`src/design/pdvc_pkg.sv`:
```
// Package for the packet delay value counter: shared widths, constants,
// the chain token type and the control state encoding. No dependencies.
`timescale 1ns / 1ps
`default_nettype none

package pdvc_pkg;

    // table size and field widths
    localparam int TABLE_DEPTH = 64;
    localparam int VALUE_W     = 35;
    localparam int COUNT_W     = 32;
    localparam int TIME_W      = 64;
    localparam int MARKER_W    = 32;
    localparam int INDEX_W     = 6;
    localparam int USED_OUT_W  = 7;

    // derived widths
    localparam int ADDR_W = (TABLE_DEPTH > 1) ? $clog2(TABLE_DEPTH) : 1;
    localparam int USED_W = $clog2(TABLE_DEPTH + 1);
    localparam int CMP_W  = (ADDR_W > INDEX_W) ? ADDR_W : INDEX_W;

    // delay scaling: one unit is 1e9 ticks, and 1e9 = 2^9 * 5^9
    localparam logic [TIME_W-1:0] NS_PER_UNIT = 64'd1000000000;
    // floor(x / 1e9) = ((x >> 9) * RECIP_M) >> 76, RECIP_M = ceil(2^76 / 5^9)
    localparam int DIV_PRESHIFT = 9;
    localparam int RECIP_IN_W   = TIME_W - DIV_PRESHIFT;
    localparam int RECIP_M_W    = 56;
    localparam int RECIP_SHIFT  = 76;
    localparam int PROD_W       = RECIP_IN_W + RECIP_M_W;
    localparam logic [RECIP_M_W-1:0] RECIP_M = 56'd38685626227668134;
    localparam logic [COUNT_W-1:0] COUNT_MAX  = '1;

    // operation codes of an input word
    localparam logic OP_RECORD = 1'b0;
    localparam logic OP_READ   = 1'b1;

    // kind of work a token carries down the cell chain
    typedef enum logic [1:0] {
        TOK_NONE,
        TOK_RECORD,
        TOK_READ
    } tok_kind_t;

    // token handed from cell to cell
    typedef struct packed {
        logic                  active;
        tok_kind_t             kind;
        logic [VALUE_W-1:0]    key;
        logic [INDEX_W-1:0]    idx;
        logic                  hit;
        logic                  fresh;
        logic [VALUE_W-1:0]    value;
        logic [COUNT_W-1:0]    count;
    } tok_t;

    // top level control
    typedef enum logic [1:0] {
        ST_IDLE,
        ST_DIV,
        ST_CHAIN,
        ST_LOAD
    } state_t;

endpackage

`default_nettype wire

```
`src/design/pdvc_div.sv`:
```
// Divider by the constant 1e9 as a reciprocal multiply, four 32 by 32 partial
// products accumulated one per cycle. Depends on pdvc_pkg for the constants.
`timescale 1ns / 1ps
`default_nettype none

module pdvc_div
    import pdvc_pkg::*;
(
    input  wire logic               aclk,
    input  wire logic               aresetn,
    input  wire logic               start,
    input  wire logic [TIME_W-1:0]  dividend,
    output logic                    done,
    output logic [VALUE_W-1:0]      quotient
);

    logic [RECIP_IN_W-1:0] num_reg,  num_next;
    logic [PROD_W-1:0]     acc_reg,  acc_next;
    logic [1:0]            step_reg, step_next;
    logic                  busy_reg, busy_next;
    logic                  done_reg, done_next;
    logic [31:0]           op_a;
    logic [31:0]           op_b;
    logic [63:0]           part;
    logic [PROD_W-1:0]     part_sh;

    // partial product of this step: low/high halves of numerator and reciprocal
    always_comb begin
        op_a = step_reg[1] ? 32'(num_reg[RECIP_IN_W-1:32]) : num_reg[31:0];
        op_b = step_reg[0] ? 32'(RECIP_M[RECIP_M_W-1:32]) : RECIP_M[31:0];
        part = 64'(op_a) * 64'(op_b);
        case (step_reg)
            2'd0: begin
                part_sh = PROD_W'(part);
            end
            2'd3: begin
                part_sh = PROD_W'(part) << 64;
            end
            default: begin
                part_sh = PROD_W'(part) << 32;
            end
        endcase
    end

    // load the numerator, then accumulate one partial product per cycle
    always_comb begin
        num_next  = num_reg;
        acc_next  = acc_reg;
        step_next = step_reg;
        busy_next = busy_reg;
        done_next = 1'b0;
        if (start) begin
            num_next  = dividend[TIME_W-1:DIV_PRESHIFT];
            acc_next  = '0;
            step_next = '0;
            busy_next = 1'b1;
        end else if (busy_reg) begin
            acc_next = acc_reg + part_sh;
            if (step_reg == 2'd3) begin
                busy_next = 1'b0;
                done_next = 1'b1;
            end else begin
                step_next = step_reg + 1'b1;
            end
        end
    end

    // control flags reset, datapath free running
    always_ff @(posedge aclk) begin
        if (!aresetn) begin
            busy_reg <= 1'b0;
            done_reg <= 1'b0;
        end else begin
            busy_reg <= busy_next;
            done_reg <= done_next;
        end
        num_reg  <= num_next;
        acc_reg  <= acc_next;
        step_reg <= step_next;
    end

    assign done     = done_reg;
    assign quotient = acc_reg[RECIP_SHIFT +: VALUE_W];

endmodule

`default_nettype wire

```
`config.mk`:
```
export PLATFORM = sky130hd
export DESIGN_NAME = pdvc_div
export DESIGN_NICKNAME = d
export VERILOG_FILES = /design/src/design/pdvc_pkg.sv /design/src/design/pdvc_div.sv
export SDC_FILE = /design/constraint.sdc
export NUM_CORES = 2
export LEC_CHECK = 0
export BUFFER_PORTS_ARGS = -buffer_cell sky130_fd_sc_hd__buf_2
export CORE_ASPECT_RATIO = 1.5
export CORE_UTILIZATION = 55
export DETAILED_ROUTE_END_ITERATION = 7
export PLACE_DENSITY_LB_ADDON = 0.15
export SLEW_MARGIN = 20
export SYNTH_ARGS = -nofsm -noshare
export SYNTH_HDL_FRONTEND = slang
export SYNTH_SLANG_ARGS = --single-unit
```
`constraint.sdc`:
```
create_clock -name aclk -period 13.21 [get_ports aclk]
set_input_delay 1.9815 -clock aclk [delete_from_list [all_inputs] [get_ports aclk]]
set_output_delay 1.9815 -clock aclk [all_outputs]
set_load 0.05 [all_outputs]
```
# Word-level counts from Yosys, hierarchy flattened
# Index checks and enable logic that the tools add are counted.
# op_classes
addsub	2
mul	1
n_div	0
magnitude_cmp	0
n_eq_ne	1
shift	0
mux	7
bitwise_logic	3
reduce_logical	3
# ops
cell	count
111-bit case mux with 2 select lines	1
111-bit adder	1
32-bit by 31-bit multiplier with 63-bit output	1
32-bit two-way mux	1
31-bit two-way mux	1
1-bit two-way mux	4
1-bit NOT	3
3-bit OR reduction	1
2-bit by 1-bit adder with 2-bit output, second input constant	1
2-bit equality test, second input constant	1
2-bit logical NOT	1
2-bit AND reduction	1
# totals
ff_bits	170
latch_bits	0
ramBits	0
mem_bits_ro	0
mem_count	0

# Depth between registers and ports, before layout
# depth
depth_word	4
ltp_mapped	49
mapped_depth_nobuf	45

# Least setup slack after synthesis
# No wires, ideal clock.
# synth_timing
kind	reg-to-reg
start	register step_reg[1]
end	register acc_reg[96]
setup_time_ns	0.129
arrival_time_ns	11.212
required_ns	13.081
setup_slack_ns	1.869
path_stages_with_launch	47
path_buffers	4
period_less_slack_ns	11.341
cell_sequence	dfxtp_1 -> clkbuf_1 -> buf_1 -> buf_1 -> mux2i_1 -> inv_1 -> nand2_1 -> inv_1 -> ha_1 -> a21o_1 -> fa_1 -> inv_1 -> fa_1 -> inv_1 -> fa_1 -> fa_1 -> fa_1 -> fa_1 -> [... 11 more ...] -> a41o_1 -> or4_1 -> a31oi_1 -> xnor2_1 -> a22o_1 -> ha_1 -> a21oi_1 -> o21ai_0 -> a221oi_1 -> o21a_1 -> and3_1 -> o31ai_1 -> and3b_1 -> nor3b_1 -> o21ai_0 -> a21boi_0 -> xor2_1 -> o21ai_0
# synth_via
elab_chain_cells	4
# synth_rtl
element	line_no	rtl
from (decl)	pdvc_div.sv:19	logic [1:0] step_reg, step_next;
from (signal assigned)	pdvc_div.sv:79	step_reg <= step_next;
32-bit two-way mux	pdvc_div.sv:29	op_a = step_reg[1] ? 32'(num_reg[RECIP_IN_W-1:32]) : num_reg[31:0];
32-bit by 31-bit multiplier with 63-bit output	pdvc_div.sv:31	part = 64'(op_a) * 64'(op_b);
111-bit case mux with 2 select lines (*)	pdvc_div.sv:32	case (step_reg)
111-bit adder (*)	pdvc_div.sv:58	acc_next = acc_reg + part_sh;
to (signal assigned)	pdvc_div.sv:78	acc_reg <= acc_next;
to (decl)	pdvc_div.sv:18	logic [PROD_W-1:0] acc_reg, acc_next;
# Mark *: on every way between the ends. The rest lies on a longest branch, timed or not.
# A chain may end at the register's enable or synchronous reset.

# Worst setup path in the final report
# layout_timing
start	register step_reg[0]
end	register acc_reg[96]
# layout_via
elab_chain_cells	4
# layout_rtl
element	line_no	rtl
31-bit two-way mux	pdvc_div.sv:30	op_b = step_reg[0] ? 32'(RECIP_M[RECIP_M_W-1:32]) : RECIP_M[31:0];
32-bit by 31-bit multiplier with 63-bit output	pdvc_div.sv:31	
111-bit case mux with 2 select lines (*)	pdvc_div.sv:32	
111-bit adder (*)	pdvc_div.sv:58	
# Marked as above.

==> results by stage <==
Worst setup path:
- In this run the critical register-to-register path is launched from step_reg[0]$_SDFFE_PP0P_.
- The nature of the critical path startpoint is a flip-flop.
- The arrival time reported for the critical path endpoint is around 13 ns.
- The slowest stage of the critical path belongs to the cell sky130_fd_sc_hd__fa_1.
- The end of the worst register-to-register path is acc_reg[96]$_SDFFE_PP0P_.
- Counting both buffers and inverters, the worst setup path holds a total of 7.
- The flop-to-flop setup slack is 0.54 ns.
- The maximum cell stage delay along the critical path is 0.56 ns.
- STA classifies the critical path endpoint as a flip-flop.
- The most numerous cell type found on the critical path is sky130_fd_sc_hd__fa_1.
- Data on the critical path is required at its endpoint by 13.57 ns.
- For the worst flop-to-flop path, the logic depth is 41.
- Along the worst path, the maximum fanout reaches 23.
- The critical path is of the reg -> reg type.
- Broken down by cell family, the worst path's largest delay share belongs to adder cells.

Clock network:
- After clock tree synthesis, the flow added hold-fix buffers numbering 0.
- The number of clock buffers inserted by TritonCTS is 17.
- The clock reaches the later pin of the worst-skew pair after 0.52 ns.
- The library cell used as clock root buffer is sky130_fd_sc_hd__clkbuf_16.
- The clock transition at the registers of the reported paths is roughly 0.08 ns.
- The number of sinks on the clock net is 170.
- In this run the deepest clock path goes through 2 buffers.
- TritonCTS built the clock tree.
- The maximum level of the CTS H-tree is 4.

Final layout:
- The area of all sequential standard cells is 3970 sq um.
- The multi-input combinational cells in the finished layout cover a total of ~27000 sq um.
- The relative area change from synthesis to final layout is 5.24%.
- Cells with a size suffix above 1 make up 6.25% of the layout.
- The post-layout net count is 4803.
- The number of flip-flops under the largest register name is about 110.
- The filler cells instantiated in the layout total between 5000 and 6000.

Timing:
- The fraction of the cycle the final worst path needs is between 90 and 100%.
- For the final database, setup skew stands at 0.0218 ns.
- For the pin with the worst max-slew slack, the measured transition is between 1 and 1.5 ns.
- The final count of hold timing violations came to 0.
- Setup repair after global routing left no endpoint under its margin.
- The max-slew violation count came to 0.
- The shortest clock period the worst path allows after layout is 12.67 ns.
- The achievable clock frequency is a little under 80 MHz.
- Setup violations remaining at the end of the flow were counted as 0.
- Measured against its own limit, the worst slew margin works out to 24.3%.
- In the final timing run, aggregate negative setup slack is 0 ns.

Die:
- The floorplan step set the die height to about 310 um.
- The area of the die is approximately 63000 sq um.
- The floorplan has between 100 and 150 rows.
- The total area inside the core boundary comes to 61000 sq um.
- The die width is approximately 200 um.
- ~100 I/O pins were placed.
- The effective utilization at floorplan is approximately 56%.

Drt:
- The post-route antenna net violation count is 0.
- The length of routed wiring on met1 is about 39000 um.
- After detailed routing, the number of remaining DRC violations is 0.
- The violation count after the first detailed-route iteration is between 1500 and 2000.
- The wire length on met2 is about 53000 um.
- After detailed routing, the met3 layer carries roughly 5600 um of wire.
- The total number of vias is 26800.
- Dividing the detail-routed wire length by the instance count gives between 20 and 25 um.
- Using the TritonRoute via totals, the vias-per-cell ratio works out to between 5 and 6.
- After detailed routing, the total wire length is around 110000 um.
- The highest metal layer carrying signal wires in the routed design is met4.
- The number of detailed-routing iterations run before antenna repair is 6.

Global routing:
- The maximum number of pins on one net before global-route repair is roughly 70.
- The first global-routing pass estimated 165000 um of wire.
- The total routing resource utilization after global routing is approximately 36%.
- The via count of the first global-routing pass is approximately 29000.
- The number of antenna violations at the first check in global routing came to 2.
- For this run the aggregate overflow at the end of global routing stands at 0.

Worst hold path:
- In this run the most critical hold path is launched from acc_reg[109]$_SDFFE_PP0P_.
- Along the worst hold path, the cell count comes to 2.
- The class of the most critical hold timing path is reg -> reg.
- The endpoint with the worst hold slack is acc_reg[109]$_SDFFE_PP0P_.

Synthesis:
- By count the netlist is led by sky130_fd_sc_hd__inv_1, sky130_fd_sc_hd__ha_1, sky130_fd_sc_hd__fa_1.
- Of the total synthesized cell area, the portion taken by AND, OR, NAND and NOR gates is around a tenth.
- Counting flops and latches in the post-synthesis netlist gives 170.
- The multiplexer fraction of the synthesized cell area is between 2 and 3%.
- The top cell type by area accounts for between 20% and 30% of the synthesized area.
- By area, the combinational part of the netlist is dominated by adder cells.
- The cell type contributing the most total cell area after synthesis is sky130_fd_sc_hd__fa_1.
- During synthesis, Yosys emitted a total of 0 warnings.
- In this run, synthesis inferred between 50 and 60 flip-flops with an integrated enable.
- By instance count, the leading cell after synthesis is sky130_fd_sc_hd__inv_1.
- Sequential cells were found to cover around an eighth of the synthesized design area.
- Synthesis produced ~3700 cells.
- Summing the areas of all fa, ha and maj instances in the mapped netlist gives roughly 47% of the synthesized area.
- By area the synthesized netlist is led by sky130_fd_sc_hd__fa_1, sky130_fd_sc_hd__ha_1, sky130_fd_sc_hd__dfxtp_1.
- Among all flip-flop cells after synthesis, the most frequent one is sky130_fd_sc_hd__dfxtp_1.
- Synthesis instantiated between 80 and 90 different standard cells from the library.
- Summing the areas of all xor and xnor instances in the mapped netlist gives ~4.6% of the synthesized area.
- After synthesis the cells add up to 33900 sq um.
- In the synthesized netlist the async set-or-reset flop fraction comes to 0%.
- After synthesis, the mean cell area works out to 9.06 sq um.
- The synthesized netlist devotes 14.7% of its cell area to compound gates.

Placed design:
- Detailed placement ended at an HPWL of approximately 90000 um.
- Routability-driven placement finished with a final weighted congestion of approximately 0.98.
- The count of input and output buffers is 93.

Outcome:
- The flow ran to the end, and the final reports show no timing, DRC or antenna violations.

Run:
- The number of violations of the max-capacitance limit is 0.
## logic make-up after synthesis
| kind of cell | count (synthesis) |
|---|---|
| AO/OA/AOI/OAI | 771 |
| XOR/XNOR | 180 |
| adder cells (fa/ha/maj) | 986 |
| buffers and inverters | 789 |
| flip-flops | 170 |
| multiplexers | 90 |
| other | 2 |
| AND/OR/NAND/NOR | 757 |
## layer usage
| metal | track usage [%] | vias to the layer above |
|---|---|---|
| met5 | 0 | - |
| met4 | 26.4 | 0 |
| met3 | 5.70 | 391 |
| met2 | 60.9 | 969 |
| met1 | 39.5 | 13000 |
| li1 | - | 12400 |
## how the worst max path moves through the flow
stage | startpoint | endpoint | slack [ns] | cells after the start
global placement | step_reg[1]$_SDFFE_PP0P_ | acc_reg[101]$_SDFFE_PP0P_ | 0.53 | 42
global route | step_reg[1]$_SDFFE_PP0P_ | acc_reg[101]$_SDFFE_PP0P_ | 0.04 | 42
floorplan | step_reg[1]$_SDFFE_PP0P_ | acc_reg[96]$_SDFFE_PP0P_ | 1.87 | 46
finish | step_reg[0]$_SDFFE_PP0P_ | acc_reg[96]$_SDFFE_PP0P_ | 0.54 | 41
detailed placement | step_reg[1]$_SDFFE_PP0P_ | acc_reg[101]$_SDFFE_PP0P_ | 0.44 | 42
CTS | step_reg[1]$_SDFFE_PP0P_ | acc_reg[101]$_SDFFE_PP0P_ | 0.40 | 42
## through the flow
step | util [%] | hold slack [ns] | std cells | area (sq um) | setup WS [ns]
after floorplan | - | 0.432 | 3779 | 34000 | 1.87
after global placement | 57.6 | 0.440 | 4522 | 35100 | 0.531
after detailed placement | 57.6 | 0.450 | 4522 | 35100 | 0.444
after CTS | 58.5 | 0.471 | 4554 | 35700 | 0.397
after global routing | 58.5 | 0.486 | 4554 | 35700 | 0.0390
final | 58.5 | 0.470 | 4555 | 35700 | 0.537
## worst min-delay path, stage by stage, from the launching register on
cell and delay [ns]:
sky130_fd_sc_hd__dfxtp_1 0.33, sky130_fd_sc_hd__nand2_1 0.05, sky130_fd_sc_hd__o21ai_1 0.05
## final cells by class
cell class / instances / area share (%)
Inverter: 583 / 6.13
Sequential cell: 170 / 11.1
Tap cell: 791 / 2.77
Antenna cell: 1 / 0.00701
Clock inverter: 15 / 0.449
Clock buffer: 17 / 1.19
Multi-Input combinational cell: 2820 / 75.6
Timing Repair Buffer: 158 / 2.69
## what timing repair did
item,CTS,global route
hold endpoints to repair,0,0
endpoints found under the setup margin,0,9
buffers inserted,0,0
gates resized for setup,0,1
## layout by cell type, fill, tap and decap left out, types with 13 or more instances in the layout
| master | synthesis | routed |
|---|---|---|
| sky130_fd_sc_hd__o21bai_1 | 36 | 36 |
| sky130_fd_sc_hd__inv_1 | 582 | 582 |
| sky130_fd_sc_hd__dfxtp_1 | 115 | 112 |
| sky130_fd_sc_hd__nand2b_1 | 25 | 24 |
| sky130_fd_sc_hd__buf_4 | 35 | 65 |
| sky130_fd_sc_hd__nor3_1 | 18 | 18 |
| sky130_fd_sc_hd__conb_1 | 2 | 36 |
| sky130_fd_sc_hd__clkbuf_16 | 0 | 17 |
| sky130_fd_sc_hd__o21a_1 | 22 | 22 |
| sky130_fd_sc_hd__nand2_1 | 273 | 273 |
| sky130_fd_sc_hd__nor2_1 | 225 | 224 |
| sky130_fd_sc_hd__mux2i_1 | 81 | 81 |
| sky130_fd_sc_hd__a21oi_1 | 210 | 210 |
| sky130_fd_sc_hd__buf_2 | 9 | 92 |
| sky130_fd_sc_hd__and2_1 | 49 | 49 |
| sky130_fd_sc_hd__a211oi_1 | 14 | 14 |
| sky130_fd_sc_hd__nor2b_1 | 24 | 22 |
| sky130_fd_sc_hd__a22o_1 | 54 | 54 |
| sky130_fd_sc_hd__a221oi_1 | 13 | 13 |
| sky130_fd_sc_hd__o31ai_1 | 16 | 16 |
| sky130_fd_sc_hd__fa_1 | 472 | 472 |
| sky130_fd_sc_hd__nand4_1 | 62 | 62 |
| sky130_fd_sc_hd__nand3_1 | 27 | 27 |
| sky130_fd_sc_hd__and3_1 | 13 | 13 |
| sky130_fd_sc_hd__edfxtp_1 | 55 | 55 |
| sky130_fd_sc_hd__o21ai_0 | 188 | 188 |
| sky130_fd_sc_hd__a31oi_1 | 13 | 13 |
| sky130_fd_sc_hd__xor2_1 | 69 | 69 |
| sky130_fd_sc_hd__a21o_1 | 114 | 114 |
| sky130_fd_sc_hd__xnor2_1 | 111 | 111 |
| sky130_fd_sc_hd__ha_1 | 514 | 513 |
Power is left out: the tool's default activity adds up to more than one toggle a clock period on the data nets, which glitch-free logic cannot reach.
