## config.mk

```make
export PLATFORM = sky130hd
export DESIGN_NAME = pdvc_cell
export DESIGN_NICKNAME = d
export VERILOG_FILES = /design/src/design/pdvc_pkg.sv /design/src/design/pdvc_cell.sv
export SDC_FILE = /design/constraint.sdc
export NUM_CORES = 1
export LEC_CHECK = 0
export BUFFER_PORTS_ARGS = -buffer_cell sky130_fd_sc_hd__buf_2
export CAP_MARGIN = 30
export CORE_ASPECT_RATIO = 0.6
export CORE_MARGIN = 5
export CORE_UTILIZATION = 32
export CTS_BUF_LIST = sky130_fd_sc_hd__clkbuf_4 sky130_fd_sc_hd__clkbuf_8
export CTS_CLUSTER_SIZE = 8
export DETAILED_ROUTE_END_ITERATION = 12
export GPL_TIMING_DRIVEN = 1
export PLACE_DENSITY = 0.63
export SETUP_SLACK_MARGIN = 0.1
export SYNTH_ARGS = -nofsm -noshare
export SYNTH_HDL_FRONTEND = slang
export SYNTH_SLANG_ARGS = --single-unit
```

## constraint.sdc

```tcl
create_clock -name aclk -period 12.8 [get_ports aclk]
set_input_delay 0.64 -clock aclk [delete_from_list [all_inputs] [get_ports aclk]]
set_output_delay 0.64 -clock aclk [all_outputs]
set_load 0.01 [all_outputs]
```

## src/design/pdvc_pkg.sv

```systemverilog
// Package for the packet delay value counter: shared widths, constants,
// the chain token type and the control state encoding. No dependencies.
`timescale 1ns / 1ps
`default_nettype none

package pdvc_pkg;

    // table size and field widths
    localparam int TABLE_DEPTH = 64;
    localparam int VALUE_W     = 35;
    localparam int COUNT_W     = 32;
    localparam int TIME_W      = 64;
    localparam int MARKER_W    = 32;
    localparam int INDEX_W     = 6;
    localparam int USED_OUT_W  = 7;

    // derived widths
    localparam int ADDR_W = (TABLE_DEPTH > 1) ? $clog2(TABLE_DEPTH) : 1;
    localparam int USED_W = $clog2(TABLE_DEPTH + 1);
    localparam int CMP_W  = (ADDR_W > INDEX_W) ? ADDR_W : INDEX_W;

    // delay scaling: one unit is 1e9 ticks, and 1e9 = 2^9 * 5^9
    localparam logic [TIME_W-1:0] NS_PER_UNIT = 64'd1000000000;
    // floor(x / 1e9) = ((x >> 9) * RECIP_M) >> 76, RECIP_M = ceil(2^76 / 5^9)
    localparam int DIV_PRESHIFT = 9;
    localparam int RECIP_IN_W   = TIME_W - DIV_PRESHIFT;
    localparam int RECIP_M_W    = 56;
    localparam int RECIP_SHIFT  = 76;
    localparam int PROD_W       = RECIP_IN_W + RECIP_M_W;
    localparam logic [RECIP_M_W-1:0] RECIP_M = 56'd38685626227668134;
    localparam logic [COUNT_W-1:0] COUNT_MAX  = '1;

    // operation codes of an input word
    localparam logic OP_RECORD = 1'b0;
    localparam logic OP_READ   = 1'b1;

    // kind of work a token carries down the cell chain
    typedef enum logic [1:0] {
        TOK_NONE,
        TOK_RECORD,
        TOK_READ
    } tok_kind_t;

    // token handed from cell to cell
    typedef struct packed {
        logic                  active;
        tok_kind_t             kind;
        logic [VALUE_W-1:0]    key;
        logic [INDEX_W-1:0]    idx;
        logic                  hit;
        logic                  fresh;
        logic [VALUE_W-1:0]    value;
        logic [COUNT_W-1:0]    count;
    } tok_t;

    // top level control
    typedef enum logic [1:0] {
        ST_IDLE,
        ST_DIV,
        ST_CHAIN,
        ST_LOAD
    } state_t;

endpackage

`default_nettype wire

```

## src/design/pdvc_cell.sv

```systemverilog
// One table cell: holds a delay value and its hit count, acts on the token
// passing by and hands it to the next cell. Depends on pdvc_pkg.
`timescale 1ns / 1ps
`default_nettype none

module pdvc_cell
    import pdvc_pkg::*;
(
    input  wire logic               aclk,
    input  wire logic               aresetn,
    input  wire logic [ADDR_W-1:0]  cell_idx,
    input  wire logic [USED_W-1:0]  used,
    input  wire tok_t               tok_in,
    output tok_t                    tok_out
);

    logic [VALUE_W-1:0] val_reg, val_next;
    logic [COUNT_W-1:0] cnt_reg, cnt_next;
    tok_t               tok_reg, tok_next;
    logic               in_use;
    logic               is_free;
    logic               idx_match;

    // search, count, append or read out as the token goes past
    always_comb begin
        tok_next  = tok_in;
        val_next  = val_reg;
        cnt_next  = cnt_reg;
        in_use    = USED_W'(cell_idx) < used;
        is_free   = USED_W'(cell_idx) == used;
        idx_match = CMP_W'(tok_in.idx) == CMP_W'(cell_idx);
        if (tok_in.active) begin
            case (tok_in.kind)
                TOK_RECORD: begin
                    if (in_use && (val_reg == tok_in.key)) begin
                        tok_next.hit = 1'b1;
                        if (cnt_reg != COUNT_MAX) begin
                            cnt_next = cnt_reg + 1'b1;
                        end
                    end else if (is_free && !tok_in.hit) begin
                        val_next       = tok_in.key;
                        cnt_next       = COUNT_W'(1);
                        tok_next.fresh = 1'b1;
                    end
                end
                TOK_READ: begin
                    if (in_use && idx_match) begin
                        tok_next.hit   = 1'b1;
                        tok_next.value = val_reg;
                        tok_next.count = cnt_reg;
                    end
                end
                default: begin
                end
            endcase
        end
    end

    // token valid flag resets, stored entry does not
    always_ff @(posedge aclk) begin
        if (!aresetn) begin
            tok_reg.active <= 1'b0;
        end else begin
            tok_reg <= tok_next;
        end
        val_reg <= val_next;
        cnt_reg <= cnt_next;
    end

    assign tok_out = tok_reg;

endmodule

`default_nettype wire

```

# Word level (Yosys, flattened, before mapping)
# Cells that the tools add are included.
# classes
bitwise_logic	1
order_cmp	1
reduce_logical	7
add_sub_neg	1
n_eq_ne	7
muxes	12
# ops
cell	n
67-bit two-way mux	2
32-bit two-way mux	3
69-bit two-way mux	1
35-bit == test	1
32-bit by 1-bit adder with 32-bit output, second input constant	1
32-bit inequality test, second input constant	1
4-bit AND reduction	2
6-bit by 7-bit == test with 1-bit output	1
6-bit by 7-bit less-than comparator with 1-bit output	1
6-bit == test	1
1-bit two-way mux	5
1-bit logical AND	3
2-bit by 1-bit == test with 1-bit output, second input constant	1
2-bit == test, second input constant	1
2-bit by 1-bit inequality test with 1-bit output, second input constant	1
1-bit case mux with 2 select lines	1
2-bit nonzero test	1
1-bit zero test	1
1-bit NOT	1
# word_totals
elab_cells	39
reg_bits	180
inputBits	128

# Logic depth before layout (Yosys ltp)
# Gate-level depths: netlist of the first run.
# logic_depth
ltp_word	6
depth_mapped	11
ltp_nobuf	8

# Least setup slack after synthesis of the first run
# No wires, ideal clock.
# synth_timing
path_type	input port to flip-flop
start	input port used[4]
end	register cnt_reg[0], enable pin
stages	7
slack_ns	5.848
required_time_ns	12.372
arrival_time_ns	6.524
cell_sequence	inv_1 -> ha_1 -> a21o_1 -> a21oi_1 -> o22a_1 -> a2111oi_1 -> o21bai_1
# synth_via
elab_chain_len	4
elab_cells_between_ends	7
cone_classes	1 x order compare; 2 x eq/ne; 4 x reduce/logical
# synth_rtl
element	line_no	rtl
start, declared	pdvc_cell.sv:12	input wire logic [USED_W-1:0] used,
6-bit by 7-bit less-than comparator with 1-bit output or 6-bit by 7-bit == test with 1-bit output (tied branches)	pdvc_cell.sv:29, pdvc_cell.sv:30	
1-bit logical AND, on equally long branches	pdvc_cell.sv:35, pdvc_cell.sv:40	
2-bit by 1-bit inequality test with 1-bit output (no line) or 2-bit nonzero test (tied branches)	-	
4-bit AND reduction (no line) *	-	
end signal, assigned	pdvc_cell.sv:67	cnt_reg <= cnt_next;
end, declared	pdvc_cell.sv:18	logic [COUNT_W-1:0] cnt_reg, cnt_next;
# Mark *: on every way between the ends. The rest lies on a longest branch, timed or not.
# A chain may end at the register's enable or synchronous reset.

# Worst setup path after layout of the first run
# layout_timing
start	register val_reg[23]
end	register cnt_reg[19], enable pin
# layout_via
elab_chain_len	4
elab_cells_between_ends	5
cone_classes	2 x eq/ne; 3 x reduce/logical
# layout_rtl
element	line_no	rtl
start, declared	pdvc_cell.sv:17	logic [VALUE_W-1:0] val_reg, val_next;
start signal, assigned	pdvc_cell.sv:66	val_reg <= val_next;
35-bit == test *	pdvc_cell.sv:35	if (in_use && (val_reg == tok_in.key)) begin
1-bit logical AND *	pdvc_cell.sv:35	
2-bit by 1-bit inequality test with 1-bit output (no line) or 2-bit nonzero test (tied branches)	-	
4-bit AND reduction (no line) *	-	
# Marked as above.

==> results by group, run 1 <==
Pwr
  • IR drop worst, VDD: roughly 58 µV
  • Pwr Density: between 100 and 150 nW/µm²
  • Pleak: 3.76 nW

Global routing
  • First-pass GRT wire length: 27,700 µm
  • Initial antenna violation count: 3
  • Vias in the first global route: 4,654
  • Grt total ovfl: 0
  • Total track usage: 0.134
  • Largest net degree at the start of global routing: 67

Clock network
  • CTS tree: built
  • Hold_buf cts: 0
  • Postcts setup bufs: 0
  • Clk slew on worst S/H paths: around 0.1 ns
  • Total CTS buffers: 17
  • CTS resizes: 0
  • CTS Root Cell: clkbuf_8
  • Clock buffer depth: 2
  • Clock Sinks: 180
  • Clock latency on the worst-skew pair: 0.47 ns
  • H-Tree Depth: 4

Floorplanning
  • Die ar.: 27,400 µm²
  • Rows: 44
  • Core area: between 20,000 and 25,000 µm²
  • Initial Util: 0.322
  • Ports: 241
  • Die Span X: around 210 µm
  • Die height: around 130 µm

Final layout
  • Layout net count: 855
  • Area grow syn2layout: 26.3%
  • Max reg flops: 113
  • Design area: 9720 µm²
  • Layout cells sized above 1: 0.475

Min path
  • Hold path startpoint: tok_in[73]
  • Hold Crit Class: in2reg

Logic synthesis
  • Top_reg_cell synth: edfxtp_1
  • Register area share after synthesis: 0.700
  • EDFF count, synth: about 180
  • Distinct cell type count of the synthesized netlist: 37
  • Syn_area_per_cell: 16.5 µm²
  • YS warnings: 0
  • Asr flop ratio synth: 0
  • Flops & latches, synth: 180
  • Synthesized instance count: 467
  • Post-Syn Area: 7700 µm²
  • Mapped Nets: about 600

Placed design
  • Placed inst area: between 9000 and 10,000 µm²
  • RePlAce Congestion: 0.770
  • # port buffers: 240
  • HPWL Detailed: 13,900 µm

STA
  • Highest clock rate: 296 MHz
  • TNS Setup: 0 ns
  • Post-route minimum period: 3.37 ns
  • Slew Viols, Final: 0
  • Fin crit share: 0.264
  • Max transition margin: 0.397
  • Endpoints failing setup: 0
  • Clock Skew: 0.0196 ns
  • RSZ-0062 raised after global routing: false
  • Worst-Margin Slew: 0.904 ns
  • Final hold vios: 0

Route
  • TritonRoute pass-1 iters: 4
  • Total Wirelength: about 19,000 µm
  • Final antenna-violating net count: 0
  • DRC viols: 0
  • Vias per std cell: 4.47
  • Via Count: between 4k and 5k
  • Routed wire per std cell: 17.9 µm
  • Initial DRC count: 262

Setup path
  • Max FO, Critical Path: 32
  • R2R depth: 7
  • Critical path destination: cnt_reg[19]$_SDFFCE_PN0P_
  • Required @ worst endpoint: approximately 13 ns
  • Worst r2r src: val_reg[23]$_DFFE_PP_
  • Critical path arrival: 3.49 ns
  • Worst Setup End Kind: flip-flop
  • CP Class: reg2reg
  • R2R setup slack: between 9 and 10 ns
  • Setup crit start: val_reg[23]$_DFFE_PP_
  • Crit start category: flip-flop
  • Crit Reg-Reg Endpoint: cnt_reg[19]$_SDFFCE_PN0P_

Status
  • Status: complete, no violations

Run
  • Maxcap violations: 0
==> metrics by stage <==
stage | hold WS [ns] | cells | power [mW] | setup slack, ns | util
global placement | 0.568 | 1020 | 0.803 | 8.86 | 0.386
finish | 0.382 | 1055 | 1.23 | 9.43 | 0.406
floorplan | 0.557 | 467 | 0.736 | 5.85 | -
global route | 0.333 | 1055 | 1.28 | 9.03 | 0.406
detailed placement | 0.575 | 1021 | 0.804 | 8.94 | 0.387
CTS | 0.337 | 1053 | 1.24 | 9.27 | 0.406
==> how the worst min path moves through the flow <==
stage | endpoint | slack [ns] | cells after the start
CTS | tok_out[110]$_DFFE_PP_ | 0.34 | 1
global placement | tok_out[52]$_DFFE_PP_ | 0.57 | 1
floorplan | tok_out[37]$_DFFE_PP_ | 0.56 | 1
detailed placement | tok_out[65]$_DFFE_PP_ | 0.58 | 1
global route | tok_out[110]$_DFFE_PP_ | 0.33 | 1
finish | tok_out[73]$_DFFE_PP_ | 0.38 | 1
==> synth_stat cells, types with 2 or more instances <==
| master | count | share of area |
|---|---|---|
| edfxtp_1 | 179 | 0.70 |
| mux2_2 | 60 | 0.088 |
| xor2_1 | 48 | 0.055 |
| nor2_1 | 37 | 0.018 |
| xnor2_1 | 23 | 0.026 |
| inv_1 | 15 | 0.0073 |
| nand3_1 | 14 | 0.0091 |
| nand2_1 | 11 | 0.0054 |
| nand4_1 | 10 | 0.0081 |
| ha_1 | 9 | 0.015 |
| mux2_1 | 7 | 0.010 |
| nor4_1 | 7 | 0.0057 |
| buf_6 | 6 | 0.0088 |
| and3_1 | 4 | 0.0032 |
| buf_2 | 4 | 0.0026 |
| a21o_1 | 3 | 0.0029 |
| and2_1 | 3 | 0.0024 |
| and4_1 | 3 | 0.0034 |
| nor4_4 | 3 | 0.0083 |
| a21oi_1 | 2 | 0.0013 |
| nand4b_1 | 2 | 0.0023 |
| nor3_1 | 2 | 0.0013 |
==> routing by layer <==
metal  GRT usage  routed length [µm]
met1       0.195                9080
met2       0.190                8270
met3      0.0524                1350
met4      0.0326                 182
met5           0                  13
==> cell families (layout without fill, tap and decap cells) <==
kind of cell / Yosys count / after routing / share of synthesized area
DFF: 180 / 180 / 0.700
and+or+nand+nor: 103 / 103 / 0.0762
xor gates and xnor gates: 71 / 71 / 0.0807
muxes: 67 / 67 / 0.0980
buffers and inverters: 27 / 291 / 0.0201
AOI/OAI and AO/OA: 10 / 10 / 0.00991
adders and majority gates: 9 / 9 / 0.0146
other: 0 / 2 / 0
==> final cells by class <==
cell class | instances | area (µm²)
Tap cell | 322 | 403
Clock inverter | 9 | 154
Antenna cell | 2 | 5.00
Sequential cell | 180 | 5400
Fill cell | 2299 | 14200
Timing Repair Buffer | 244 | 1250
Clock buffer | 23 | 292
Multi-Input combinational cell | 260 | 2170
Inverter | 15 | 56.3
==> worst max-delay path, stage by stage (launching register included) <==
cell and delay, ns:
edfxtp_1 0.43, xor2_1 0.18, nor4_1 0.45, nand4_1 0.30
nor4_4 0.51, nand2_2 0.47, o21bai_2 0.26, buf_4 0.41
==> report_power, final <==
| part | switching [mW] | leakage (nW) | internal (mW) |
|---|---|---|---|
| clock network | 0.205 | 0.224 | 0.232 |
| registers | 0.00671 | 1.79 | 0.678 |
| logic | 0.0567 | 1.75 | 0.0469 |
| total | 0.268 | 3.76 | 0.957 |
==> placed cells by master, fill, tap and decap left out, types with 4 or more instances in the layout <==
master	netlist	layout
xnor2_1	23	23
inv_1	15	15
nand4_1	10	10
nor4_1	7	7
edfxtp_1	179	179
nand3_1	14	14
ha_1	9	9
buf_4	1	4
buf_2	4	239
mux2_1	7	7
nand2_1	11	11
nor2_1	37	37
clkbuf_4	0	4
clkbuf_8	0	19
mux2_2	60	60
bufinv_16	0	4
xor2_1	48	48
Note: power is estimated with default switching activity, not from simulation.
==> inputs of run 2 (changes only) <==
==> constraint.sdc (replaced) <==
create_clock -name aclk -period 3.2 [get_ports aclk]
set_input_delay 0.16 -clock aclk [delete_from_list [all_inputs] [get_ports aclk]]
set_output_delay 0.16 -clock aclk [all_outputs]
set_load 0.01 [all_outputs]
==> results by group, run 2 (same netlist as run 1, synthesis figures left out) <==
Min path
  • Hold depth: 1
  • Hold Crit Class: in2reg

Final layout
  • Layout net count: approximately 1,000
  • Commonest non-fill, non-tap cell in the layout: buf_2
  • Area grow syn2layout: 41.7%
  • Max reg flops: 113
  • Layout cells sized above 1: 0.424
  • Commonest non-fill, non-tap cells in the layout: buf_2, edfxtp_1, dlygate4sd3_1
  • Layout Cells excl Fill: 1,174
  • Reg area: 5400 µm²
  • Area occupied by multi-input gates: between 2000 and 2500 µm²
  • Filler instances: 2,146

Pwr
  • Pleak: 4.23 nW
  • Pwr Density: 441 nW/µm²
  • IR drop worst, VDD: 236 µV
  • Internal power component: 3.70 mW
  • Clock share of power: 0.319
  • Combinational cell fraction of total power: 0.112
  • PnR Total Power: 4.81 mW
  • Switching Power: 1.11 mW
  • Sw Share: 0.230
  • Seq pwr share: 0.570

STA
  • RSZ-0062 raised after global routing: false
  • Slew Viols, Final: 0
  • Endpoints failing setup: 0
  • Post-route minimum period: 2.87 ns
  • Clock Skew: about 0.017 ns
  • TNS Setup: 0 ns
  • Highest clock rate: 348 MHz
  • Final hold vios: 0
  • Fin worst setup slack: 0.328 ns
  • Fin crit share: 0.897
  • Max transition margin: 0.444
  • Worst-Margin Slew: 0.826 ns

Placed design
  • Placed insts: 1,027
  • # port buffers: 240
  • Worst slack, placed: 0.355 ns
  • HPWL Detailed: around 15,000 µm
  • RePlAce Congestion: just over 0.7

Global routing
  • GR Layer Usage met2: 0.225
  • Vias in the first global route: about 5.5k
  • Grt total ovfl: 0
  • First-pass GRT wire length: 30,700 µm
  • M1 GR Usage: 0.211
  • Met3 Resource Use GR: 0.0384
  • GRT busiest layer: met2
  • Total track usage: 0.149
  • Largest net degree at the start of global routing: 43
  • Initial antenna violation count: 2

Floorplanning
  • Rows: 44
  • Ports: 241
  • Die height: 130 µm
  • Die Span X: 210 µm
  • Initial Util: 0.322
  • Core area: 23,900 µm²
  • Die ar.: 27,400 µm²

Route
  • DRC viols: 0
  • Final antenna-violating net count: 0
  • Initial DRC count: 246
  • TritonRoute pass-1 iters: 4
  • Routed wire per std cell: about 18 µm
  • Total Wirelength: 20,600 µm
  • Vias per std cell: 4.34
  • Via Count: 5,095

Setup path
  • Worst Setup End Kind: flip-flop
  • CP Class: reg2reg
  • R2R depth: 7
  • Max FO, Critical Path: 32
  • Crit start category: flip-flop
  • Critical path arrival: 3.07 ns
  • Required @ worst endpoint: approximately 3.4 ns

Run
  • Maxcap violations: 0

Clock network
  • CTS tree: built
  • Total CTS buffers: 17
  • H-Tree Depth: 4
  • Clock buffer depth: 2
  • CTS resizes: 0
  • Clock Sinks: 180
  • CTS Root Cell: clkbuf_8
  • Clk slew on worst S/H paths: 0.10 ns
  • Clock latency on the worst-skew pair: 0.46 ns
  • Postcts setup bufs: 0

Status
  • Status: complete, no violations
run 2: changes by cell type in the layout (fill, tap and decap cells not counted), sizes merged:
cell         change
buf              +6
clkbuf           -4
inv              +1
bufinv           -2
dlygate4sd3    +113
clkinv           +5
run 2: layout make-up:
type / count / area share
Timing Repair Buffer: 363 / 0.222
Multi-Input combinational cell: 260 / 0.204
Antenna cell: 2 / 0.000459
Tap cell: 322 / 0.0369
Sequential cell: 180 / 0.494
Inverter: 15 / 0.00677
Clock inverter: 13 / 0.0122
Clock buffer: 19 / 0.0228
run 2: metrics by stage:
stage	instance area (µm²)	util	hold WS, ns
after global placement	9390	0.392	0.365
after floorplan	7790	-	0.259
after detailed placement	9390	0.392	0.367
final	10900	0.456	0.240
after CTS	10900	0.455	0.193
after global routing	10900	0.456	0.206
run 2: path summary, 6_finish.rpt:
check	end	start	slack, ns
setup / recovery	cnt_reg[3]$_SDFFCE_PN0P_	val_reg[5]$_DFFE_PP_	0.33
hold reg to reg	tok_out[61]$_DFFE_PP_	val_reg[29]$_DFFE_PP_	0.60
hold / removal	tok_out[25]$_DFFE_PP_	aresetn	0.24
setup reg to reg	cnt_reg[3]$_SDFFCE_PN0P_	val_reg[5]$_DFFE_PP_	0.33
run 2: worst max-delay path, cell delays in order, from the launching register on:
cell and delay, ns:
edfxtp_1 0.43, xor2_1 0.18, nor4_1 0.48, nand4_1 0.34, nor4_4 0.54, a2111oi_4 0.20, o21bai_2 0.26, buf_12 0.18
run 2: metal layers:
metal,up-vias,routed length (µm)
met1,2445,9910
met2,146,9300
met5,-,0
met4,0,313
met3,14,1080
li1,2490,-
run 2: repair_timing:
item	4_1_cts	5_1_grt
hold buffers	113	0
endpoints found under the hold margin	148	0
setup endpoints to repair	0	0
run 2: power groups by stage:
| stage | sequential (mW) | combinational (mW) | clock [mW] |
|---|---|---|---|
| 2_1_floorplan | 2.86 | 0.0893 | 0 |
| 3_3_place_gp | 2.79 | 0.431 | 0 |
| 3_5_place_dp | 2.80 | 0.433 | 0 |
| 4_1_cts | 2.74 | 0.542 | 1.61 |
| 5_1_grt | 2.75 | 0.585 | 1.71 |
| 6_report | 2.74 | 0.536 | 1.53 |
==> inputs of run 3 (changes only) <==
--- a/config.mk
+++ b/config.mk
@@ -5,7 +5,6 @@
 export SDC_FILE = /design/constraint.sdc
 export NUM_CORES = 1
 export LEC_CHECK = 0
-export BUFFER_PORTS_ARGS = -buffer_cell sky130_fd_sc_hd__buf_2
 export CAP_MARGIN = 30
 export CORE_ASPECT_RATIO = 0.6
 export CORE_MARGIN = 5
@@ -13,8 +12,9 @@
 export CTS_BUF_LIST = sky130_fd_sc_hd__clkbuf_4 sky130_fd_sc_hd__clkbuf_8
 export CTS_CLUSTER_SIZE = 8
 export DETAILED_ROUTE_END_ITERATION = 12
+export DONT_BUFFER_PORTS = 1
 export GPL_TIMING_DRIVEN = 1
-export PLACE_DENSITY = 0.63
+export PLACE_DENSITY = 0.55
 export SETUP_SLACK_MARGIN = 0.1
 export SYNTH_ARGS = -nofsm -noshare
 export SYNTH_HDL_FRONTEND = slang
==> results by group, run 3 (same netlist as run 1, synthesis figures left out) <==
Setup path
  • Largest delay contributor family on the critical path: simple AND/OR/NAND/NOR gates
  • Crit path cell chain: xor2_1, nor4_1, nand4_1, nor4_4, buf_4, a2111oi_4, buf_4, or2_1
  • CP Class: reg2reg
  • CP most frequent cell: buf_4
  • Required @ worst endpoint: 3.42 ns
  • Worst r2r src: val_reg[5]$_DFFE_PP_
  • Critical path destination: tok_out[67]$_DFFE_PP_
  • R2R depth: 8
  • Crit start category: flip-flop
  • R2R setup slack: 0.21 ns
  • Worst Setup End Kind: flip-flop
  • Crit Reg-Reg Endpoint: tok_out[67]$_DFFE_PP_
  • Setup crit start: val_reg[5]$_DFFE_PP_
  • CP Depth: 8
  • Max FO, Critical Path: 36
  • Critical Path Slowest Stage Cell: nor4_1
  • Critical path arrival: 3.21 ns
  • Max stage delay on crit path: 0.56 ns
  • Worst path bufs/invs: 2

Global routing
  • First-pass GRT wire length: roughly 29,000 µm
  • Vias in the first global route: 4,621
  • Initial antenna violation count: 1
  • Total track usage: 0.140
  • Grt total ovfl: 0
  • Largest net degree at the start of global routing: roughly 110

Placed design
  • Worst slack, placed: 0.0794 ns
  • RePlAce Congestion: 0.746
  • HPWL Detailed: 13,500 µm
  • # port buffers: 0

STA
  • Max transition margin: 0.587
  • Worst-Margin Slew: between 0.6 and 0.7 ns
  • RSZ-0062 raised after global routing: false
  • Endpoints failing setup: 0
  • Fin crit share: 0.934
  • Final hold vios: 0
  • Slew Viols, Final: 0
  • Post-route minimum period: 2.99 ns
  • Highest clock rate: 335 MHz
  • Fin worst setup slack: 0.211 ns
  • Clock Skew: ~0.015 ns

Route
  • Vias per std cell: 4.70
  • Routed wire per std cell: between 20 and 25 µm
  • Via Count: 4,381
  • DRC viols: 0
  • Initial DRC count: 215
  • Total Wirelength: 20,100 µm
  • Final antenna-violating net count: 0
  • TritonRoute pass-1 iters: 4

Pwr
  • Pleak: 3.32 nW
  • IR drop worst, VDD: 257 µV
  • PnR Total Power: 4.76 mW
  • Pwr Density: around 490 nW/µm²

Clock network
  • Clk slew on worst S/H paths: ~0.1 ns
  • CTS Root Cell: clkbuf_8
  • Clock Sinks: 180
  • CTS tree: built
  • Postcts setup bufs: 0
  • Clock buffer depth: 2
  • Clock latency on the worst-skew pair: 0.46 ns
  • Total CTS buffers: 17
  • H-Tree Depth: 4

Floorplanning
  • Die ar.: 27,400 µm²
  • Die Span X: 210 µm
  • Die height: 130 µm
  • Ports: 241
  • Rows: 44
  • Core area: 23,900 µm²
  • Initial Util: 0.322

Final layout
  • Filler instances: between 2k and 2.5k
  • Layout net count: 735
  • Final core occ: 0.409
  • Area grow syn2layout: 27.3%
  • Layout cells sized above 1: 0.200
  • Max reg flops: 113
  • Commonest non-fill, non-tap cell in the layout: edfxtp_1
  • Commonest non-fill, non-tap cells in the layout: edfxtp_1, dlygate4sd3_1, mux2_2
  • # diodes: 0

Status
  • Status: complete, no violations

Run
  • Maxcap violations: 0

Min path
  • Hold Crit Class: in2reg
[run 3: timing repair]
action                                 in CTS  in global routing
setup endpoints to repair                  31                 32
hold buffers                              114                  0
gates cloned                                0                  1
gates resized for setup                     0                  1
endpoints found under the hold margin     260                  0
pin swaps                                   1                  0
[run 3: cell type report]
| type | instances | area [µm²] | share of cell area |
|---|---|---|---|
| tap | 322 | 403 | 0.0411 |
| clock buffer | 17 | 234 | 0.0239 |
| inverter | 15 | 73.8 | 0.00753 |
| timing repair buffer | 123 | 1250 | 0.128 |
| multi-input combinational | 261 | 2260 | 0.230 |
| clock inverter | 15 | 191 | 0.0195 |
| sequential | 180 | 5400 | 0.550 |
[run 3: worst min-delay path by stage]
stage                           start                       end  cells after the start
final                         used[6]  cnt_reg[0]$_SDFFCE_PN1P_                      2
after CTS                 tok_in[111]     tok_out[68]$_DFFE_PP_                      3
after detailed placement   tok_in[96]     tok_out[96]$_DFFE_PP_                      0
after global placement     tok_in[84]     tok_out[84]$_DFFE_PP_                      0
after global routing      tok_in[111]     tok_out[68]$_DFFE_PP_                      3
after floorplan           tok_in[100]    tok_out[100]$_DFFE_PP_                      0
[run 3: through the flow]
| step | setup TNS [ns] | hold slack, ns | instance area, µm² | cells |
|---|---|---|---|---|
| 6_report | 0 | 0.196 | 9800 | 933 |
| 5_1_grt | 0 | 0.157 | 9800 | 933 |
| 4_1_cts | 0 | 0.143 | 9790 | 932 |
| 3_5_place_dp | 0 | 0.259 | 8200 | 786 |
| 3_3_place_gp | 0 | 0.259 | 8200 | 786 |
| 2_1_floorplan | -5.04 | 0.259 | 7790 | 467 |
[run 3: metal layers]
metal  vias to the layer above  GRT usage  wire length [µm]
met5                         -          0                 7
met4                         2     0.0364               267
met3                        16     0.0437              1040
met2                       124      0.224              9810
met1                      2221      0.187              8970
li1                       2018          -                 -
[run 3: report_power, final]
part           internal, mW  switching, mW
Combinational         0.162          0.104
Clock                 0.734          0.927
Sequential             2.72          0.117
